`src/sv/cte_pkg.sv`:
```
// ----------------------------------------------------------------------------
// cte_pkg: shared types and constants for the calendar to epoch converter
// Holds the sequencer state type, the control bundle of the shared
// multiply-accumulate unit and the calendar tables.
// ----------------------------------------------------------------------------
package cte_pkg;

    localparam int ACC_W     = 59;
    localparam int YEAR_W    = 14;
    localparam int DOY_W     = 9;
    localparam int FACTOR_W  = 10;
    localparam int STEP_W    = 3;
    localparam int MAC_STEPS = 5;

    localparam logic [YEAR_W-1:0] YEAR_MAX = 14'd9999;
    // Days from year 1 to 1970-01-01, plus one for the one-based day of year.
    localparam logic [ACC_W-1:0] EPOCH_DAYS_PLUS_ONE = 59'd719163;
    // floor(x / 100) = (x * DIV100_MUL) >> DIV100_SHIFT for x below 10000.
    localparam logic [13:0] DIV100_MUL   = 14'd5243;
    localparam int          DIV100_SHIFT = 19;

    typedef enum logic [5:0] {
        ST_IDLE  = 6'b000001,
        ST_SPLIT = 6'b000010,
        ST_CHECK = 6'b000100,
        ST_DAYS  = 6'b001000,
        ST_MAC   = 6'b010000,
        ST_DONE  = 6'b100000
    } state_t;

    typedef struct packed {
        logic                load;
        logic                step;
        logic [FACTOR_W-1:0] factor;
        logic [ACC_W-1:0]    value;
    } mac_ctrl_t;

    // Multiplier for each Horner step: hours, minutes, seconds, millis, micros.
    function automatic logic [FACTOR_W-1:0] step_factor(input logic [STEP_W-1:0] s);
        logic [FACTOR_W-1:0] f;
        case (s)
            3'd0:    f = 10'd24;
            3'd1:    f = 10'd60;
            3'd2:    f = 10'd60;
            default: f = 10'd1000;
        endcase
        return f;
    endfunction

    // Length of a month in a common year; zero for codes that are no month.
    function automatic logic [4:0] month_length(input logic [3:0] m);
        logic [4:0] n;
        case (m)
            4'd1, 4'd3, 4'd5, 4'd7, 4'd8, 4'd10, 4'd12: n = 5'd31;
            4'd4, 4'd6, 4'd9, 4'd11:                    n = 5'd30;
            4'd2:                                       n = 5'd28;
            default:                                    n = 5'd0;
        endcase
        return n;
    endfunction

    // Days before the first of a month in a common year.
    function automatic logic [DOY_W-1:0] days_before(input logic [3:0] m);
        logic [DOY_W-1:0] n;
        case (m)
            4'd2:    n = 9'd31;
            4'd3:    n = 9'd59;
            4'd4:    n = 9'd90;
            4'd5:    n = 9'd120;
            4'd6:    n = 9'd151;
            4'd7:    n = 9'd181;
            4'd8:    n = 9'd212;
            4'd9:    n = 9'd243;
            4'd10:   n = 9'd273;
            4'd11:   n = 9'd304;
            4'd12:   n = 9'd334;
            default: n = 9'd0;
        endcase
        return n;
    endfunction

endpackage

```
`src/sv/cte_mac.sv`:
```
// ----------------------------------------------------------------------------
// cte_mac: shared multiply-accumulate unit
// Holds the running total; a load sets it to a value, and each step replaces
// it by total * factor plus an addend, all modulo 2^59.
// ----------------------------------------------------------------------------
module cte_mac (
    input  logic                             aclk,
    input  cte_pkg::mac_ctrl_t               ctrl,
    output logic [cte_pkg::ACC_W-1:0]        acc
);
    import cte_pkg::*;

    logic [ACC_W-1:0] acc_reg;
    logic [ACC_W-1:0] acc_next;

    always_comb begin
        acc_next = acc_reg;
        if (ctrl.load) begin
            acc_next = ctrl.value;
        end else if (ctrl.step) begin
            acc_next = acc_reg * ACC_W'(ctrl.factor) + ctrl.value;
        end
    end

    always_ff @(posedge aclk) begin
        acc_reg <= acc_next;
    end

    assign acc = acc_reg;

endmodule

```
`src/sv/calendar_to_epoch_micros.sv`:
```
// ----------------------------------------------------------------------------
// calendar_to_epoch_micros: Gregorian date and time to epoch microseconds
// Checks the fields, counts days since 1970-01-01 and folds in the time of
// day through a shared multiply-accumulate unit.
// ----------------------------------------------------------------------------
// A valid date passes through the split, check and days states, the five
// steps of the shared multiply-accumulate unit and done; an invalid one goes
// from check to done. s_ready is high only while the sequencer idles, so a
// new transaction is taken only once the last result has left done.
// Reset clears the sequencer and the output valid and sets the zone offset
// to 8 hours.
module calendar_to_epoch_micros (
    input  logic                       aclk,
    input  logic                       aresetn,
    input  logic                       cfg_we,
    input  logic signed [4:0]          cfg_wdata,
    input  logic                       s_valid,
    output logic                       s_ready,
    input  logic [13:0]                s_year_in,
    input  logic [3:0]                 s_month_in,
    input  logic [4:0]                 s_day_in,
    input  logic [4:0]                 s_hour_in,
    input  logic [5:0]                 s_minute_in,
    input  logic [5:0]                 s_second_in,
    input  logic [9:0]                 s_milli_in,
    input  logic [9:0]                 s_micro_in,
    output logic                       m_valid,
    input  logic                       m_ready,
    output logic signed [58:0]         m_epoch_micros,
    output logic                       m_fields_valid,
    output logic [8:0]                 m_day_of_year
);
    import cte_pkg::*;

    state_t state_reg, state_next;
    logic [STEP_W-1:0] step_reg, step_next;
    logic [4:0]        zone_reg;

    logic [YEAR_W-1:0] year_reg;
    logic [3:0]        month_reg;
    logic [4:0]        day_reg, hour_reg;
    logic [5:0]        minute_reg, second_reg;
    logic [9:0]        milli_reg, micro_reg;

    logic [7:0]        quot_reg;
    logic              ok_reg;
    logic [DOY_W-1:0]  doy_reg;

    logic              m_valid_reg;
    logic [ACC_W-1:0]  epoch_reg;
    logic              fvalid_reg;
    logic [DOY_W-1:0]  doy_out_reg;

    logic [YEAR_W-1:0] prev_year;
    logic [YEAR_W-1:0] div_in;
    logic [27:0]       div_prod;
    logic [7:0]        quot;
    logic [YEAR_W-1:0] rem100;
    logic              leap;
    logic [4:0]        mlen;
    logic              ok;
    logic [DOY_W-1:0]  doy;
    logic [ACC_W-1:0]  year_days;
    logic [ACC_W-1:0]  addend;
    logic              out_load;
    mac_ctrl_t         mac_ctrl;
    logic [ACC_W-1:0]  acc;

    assign prev_year = year_reg - 14'd1;

    // One constant divider by 100, used first on the year, then on year - 1.
    assign div_in   = (state_reg == ST_SPLIT) ? year_reg : prev_year;
    assign div_prod = 28'(div_in) * 28'(DIV100_MUL);
    assign quot     = div_prod[DIV100_SHIFT +: 8];

    always_comb begin
        rem100 = year_reg - YEAR_W'(quot_reg) * 14'd100;
        leap   = ((year_reg[1:0] == 2'd0) && (rem100 != '0)) ||
                 ((rem100 == '0) && (quot_reg[1:0] == 2'd0));
        mlen   = (month_reg == 4'd2 && leap) ? 5'd29 : month_length(month_reg);
        ok     = (year_reg <= YEAR_MAX) && (month_reg >= 4'd1) && (month_reg <= 4'd12) &&
                 (day_reg >= 5'd1) && (day_reg <= mlen) && (hour_reg <= 5'd23) &&
                 (minute_reg <= 6'd59) && (second_reg <= 6'd59) &&
                 (milli_reg <= 10'd999) && (micro_reg <= 10'd999);
        doy    = days_before(month_reg) + DOY_W'(leap && (month_reg > 4'd2)) +
                 DOY_W'(day_reg);
    end

    // Here quot_reg holds (year - 1) / 100; year zero counts no days.
    always_comb begin
        if (year_reg == '0) begin
            year_days = '0;
        end else begin
            year_days = ACC_W'(prev_year) * 59'd365 + ACC_W'(prev_year[YEAR_W-1:2]) -
                        ACC_W'(quot_reg) + ACC_W'(quot_reg[7:2]);
        end
    end

    always_comb begin
        case (step_reg)
            3'd0:    addend = ACC_W'(hour_reg) - {{(ACC_W-5){zone_reg[4]}}, zone_reg};
            3'd1:    addend = ACC_W'(minute_reg);
            3'd2:    addend = ACC_W'(second_reg);
            3'd3:    addend = ACC_W'(milli_reg);
            default: addend = ACC_W'(micro_reg);
        endcase
    end

    always_comb begin
        mac_ctrl.load   = (state_reg == ST_DAYS);
        mac_ctrl.step   = (state_reg == ST_MAC);
        mac_ctrl.factor = step_factor(step_reg);
        mac_ctrl.value  = (state_reg == ST_DAYS)
                        ? year_days + ACC_W'(doy_reg) - EPOCH_DAYS_PLUS_ONE
                        : addend;
    end

    cte_mac u_mac (
        .aclk (aclk),
        .ctrl (mac_ctrl),
        .acc  (acc)
    );

    assign out_load = (state_reg == ST_DONE) && (!m_valid_reg || m_ready);

    always_comb begin
        state_next = state_reg;
        step_next  = step_reg;
        unique case (state_reg)
            ST_IDLE: begin
                if (s_valid) begin
                    state_next = ST_SPLIT;
                end
            end
            ST_SPLIT: begin
                state_next = ST_CHECK;
            end
            ST_CHECK: begin
                state_next = ok ? ST_DAYS : ST_DONE;
            end
            ST_DAYS: begin
                state_next = ST_MAC;
                step_next  = '0;
            end
            ST_MAC: begin
                if (step_reg == STEP_W'(MAC_STEPS - 1)) begin
                    state_next = ST_DONE;
                end else begin
                    step_next = step_reg + 3'd1;
                end
            end
            ST_DONE: begin
                if (out_load) begin
                    state_next = ST_IDLE;
                end
            end
            default: begin
                state_next = ST_IDLE;
            end
        endcase
    end

    always_ff @(posedge aclk) begin
        if (!aresetn) begin
            state_reg   <= ST_IDLE;
            step_reg    <= '0;
            zone_reg    <= 5'd8;
            m_valid_reg <= 1'b0;
        end else begin
            state_reg <= state_next;
            step_reg  <= step_next;
            if (cfg_we) begin
                zone_reg <= cfg_wdata;
            end
            if (out_load) begin
                m_valid_reg <= 1'b1;
            end else if (m_ready) begin
                m_valid_reg <= 1'b0;
            end
        end
    end

    always_ff @(posedge aclk) begin
        if (state_reg == ST_IDLE && s_valid) begin
            year_reg   <= s_year_in;
            month_reg  <= s_month_in;
            day_reg    <= s_day_in;
            hour_reg   <= s_hour_in;
            minute_reg <= s_minute_in;
            second_reg <= s_second_in;
            milli_reg  <= s_milli_in;
            micro_reg  <= s_micro_in;
        end
        if (state_reg == ST_SPLIT || state_reg == ST_CHECK) begin
            quot_reg <= quot;
        end
        if (state_reg == ST_CHECK) begin
            ok_reg  <= ok;
            doy_reg <= doy;
        end
        if (out_load) begin
            epoch_reg   <= ok_reg ? acc : '0;
            fvalid_reg  <= ok_reg;
            doy_out_reg <= ok_reg ? doy_reg : '0;
        end
    end

    assign s_ready        = (state_reg == ST_IDLE);
    assign m_valid        = m_valid_reg;
    assign m_epoch_micros = epoch_reg;
    assign m_fields_valid = fvalid_reg;
    assign m_day_of_year  = doy_out_reg;

endmodule

```
`config.mk`:
```
export PLATFORM = sky130hd
export DESIGN_NAME = calendar_to_epoch_micros
export DESIGN_NICKNAME = d
export VERILOG_FILES = /design/src/sv/cte_pkg.sv /design/src/sv/cte_mac.sv /design/src/sv/calendar_to_epoch_micros.sv
export SDC_FILE = /design/constraint.sdc
export NUM_CORES = 2
export LEC_CHECK = 0
export BUFFER_PORTS_ARGS = -buffer_cell sky130_fd_sc_hd__buf_2
export CAP_MARGIN = 30
export CORE_ASPECT_RATIO = 0.9
export CORE_UTILIZATION = 25
export DETAILED_ROUTE_END_ITERATION = 10
export GPL_TIMING_DRIVEN = 1
export PLACE_DENSITY_LB_ADDON = 0.2
export SLEW_MARGIN = 20
export SYNTH_ARGS = -nofsm -noshare
export SYNTH_HDL_FRONTEND = slang
export SYNTH_SLANG_ARGS = --single-unit
```
`constraint.sdc`:
```
create_clock -name aclk -period 12.53 [get_ports aclk]
set_input_delay 1.253 -clock aclk [delete_from_list [all_inputs] [get_ports aclk]]
set_output_delay 1.253 -clock aclk [all_outputs]
set_load 0.01 [all_outputs]
```
==> impl_metrics.ini <==
[clock_network]
clkSinkCount = 233
numCtsBuffers = 35
hold_buffers = 0
insertion_delay_ns = 0.61
path_clk_slew_ns = 0.06
cts_tree = yes
cts_htree_levels = 2
cts_root_buffer = clkbuf_16
clockBufferDepth = 3

[worst_setup_path]
setup.worst_path.class = flop to flop
crit_arrival_ns = 12.94
worstPathMaxFanout = 4
critPathBufInv = 11
crit_required_ns = 12.96
worst_path_largest_cell_delay_ns = 0.58
slowest_stage = fa_2
critical_path.top_delay_family = adder cells
critPathLaunchType = flop
critPathCaptureType = flop

[synthesis]
yosysWarnings = 0
synthTopCellsByArea = fa_1 29%, edfxtp_1 18%, ha_1 17%, inv_1 6.0%, and2_1 3.5%
synth_common_cells = 543 x inv_1, 492 x fa_1, 467 x ha_1
yosysMostFrequentCell = inv_1
synth_edf_count = 206
synth_top_area_share = 0.2884
synth_largest_area_cell = fa_1
synth_top_flop_cell = edfxtp_1
async_flop_share = 0
yosysUniqueCellTypes = 98
synth-seq-cells = 233
synth_seq_area_share = 0.1970
syn_area_per_cell_um2 = 10.51
synth_area_um2 = 34150
netlist_instances = 3250
synthesis.nets = 4279

[route]
drc = 0
routed_via_density = 4.347
dr.first_iter.drc_count = 1025
vias = 24097
first_pass_iters = 5
wl_per_cell_um = 18.15
ant_nets = 0
drt-total-wl_um = 100600

[sta]
tightestPinTransition_ns = 0.9241
fin_crit_sh = 0.9989
drv_slew = 0
slew_headroom = 0.3793
clock_skew_ns = 0.03677
setup-violations-final = 0
finalCriticalPeriod_ns = 12.52
hold_viol = 0
setup_ws_ns = 0.01364
fmax_mhz = 79.90
rsz0062_at_grt = true

[grt]
grt-ovfl-total = 0
antenna_found_initial = 6
grt_pass1_wl_um = 158000
track_usage = 0.1495
grt_max_degree = 61
first_global_vias = 26153

[cells_and_area]
final_nets = 4726
layout-drive-gt1-share = 0.2047
n_fill_cell = 14210
area_delta_synth_final_pct = 21.57

[place]
dp_slack_ns = -0.4632
port_buffers = 140
dp_hpwl_um = 83550
gp_congestion = 0.8382

[floorplan]
die_h_um = 352.6
placementRows = 128
core_area_um2 = 135500
die_w_um = 391.6
pin_count = 141
die-area_um2 = 138100
start_util = 0.2520

[flow_run]
maxCapViolCount = 0

[worst_hold_path]
hp-class = flop to flop

[outcome]
status = finished, final reports clean
## metrics by stage
stage	cell area [µm²]	setup TNS, ns	hold WS, ns	utilization	instances
after CTS	40780	0	0.5235	0.3010	5523
after detailed placement	39450	-4.678	0.5124	0.2912	5449
after floorplan	34310	0	0.4789	-	3250
after global placement	39440	-3.096	0.5064	0.2911	5448
final	41510	0	0.5257	0.3064	5544
after global routing	41510	-4.932	0.5472	0.3064	5543
## layer usage
layer | vias up | GRT usage | wire (µm) | share of wire
li1 | 11724 | - | - | -
met1 | 11928 | 0.2156 | 49880 | 0.50
met2 | 350 | 0.2354 | 45360 | 0.45
met3 | 91 | 0.02119 | 3540 | 0.035
met4 | 4 | 0.03200 | 1812 | 0.018
met5 | - | 0 | 25 | 0.00025
## worst paths after layout
kind | from | depth (start not counted) | slack [ns] | end
max | year_reg[1] | 54 | 0.01 | u_mac.acc[57]
min | zone_reg[2] | 2 | 0.53 | zone_reg[2]
max reg2reg | year_reg[1] | 54 | 0.01 | u_mac.acc[57]
min reg2reg | zone_reg[2] | 2 | 0.53 | zone_reg[2]
## cell usage in the layout (no fill, tap or decap), types with 73 or more instances in the layout
cell,instances
inv_1,526
nand2_1,126
fa_1,486
a21oi_1,107
nor2_1,97
buf_2,140
a21o_1,89
edfxtp_1,206
nor2b_1,73
xnor2_1,110
buf_4,333
and2_1,185
ha_1,447
## what timing repair did
action,CTS,global route
pin swaps,19,82
setup buffers,11,18
gates resized for setup,26,132
endpoints found under the setup margin,19,31
## worst min-delay path: stages (launching register included)
cell and delay [ns]:
dfxtp_1 0.33, mux2i_1 0.07, nor2b_1 0.09
## area by class of cell
type | count | area (µm²) | share of cell area
antenna | 1 | 2.502 | 0.00006028
clock buffer | 40 | 925.9 | 0.02230
clock inverter | 23 | 186.4 | 0.004491
inverter | 545 | 2049 | 0.04937
multi-input combinational | 2393 | 25940 | 0.6249
sequential | 233 | 6726 | 0.1620
tap | 1820 | 2277 | 0.05485
timing repair buffer | 489 | 3405 | 0.08201
## logic make-up (layout without fill, tap and decap cells)
| kind of cell | Yosys count | count (layout) | share of synthesized area |
|---|---|---|---|
| XOR/XNOR | 189 | 189 | 0.04869 |
| buffers and inverters | 624 | 1097 | 0.06965 |
| AO/OA/AOI/OAI | 487 | 487 | 0.09838 |
| multiplexers | 18 | 18 | 0.005459 |
| AND/OR/NAND/NOR | 740 | 740 | 0.1213 |
| other | 0 | 1 | 0 |
| flip-flops | 233 | 233 | 0.1970 |
| adder cells (fa/ha/maj) | 959 | 959 | 0.4595 |
Power is left out: the tool's default activity adds up to more than one toggle a clock period on the data nets, which glitch-free logic cannot reach.
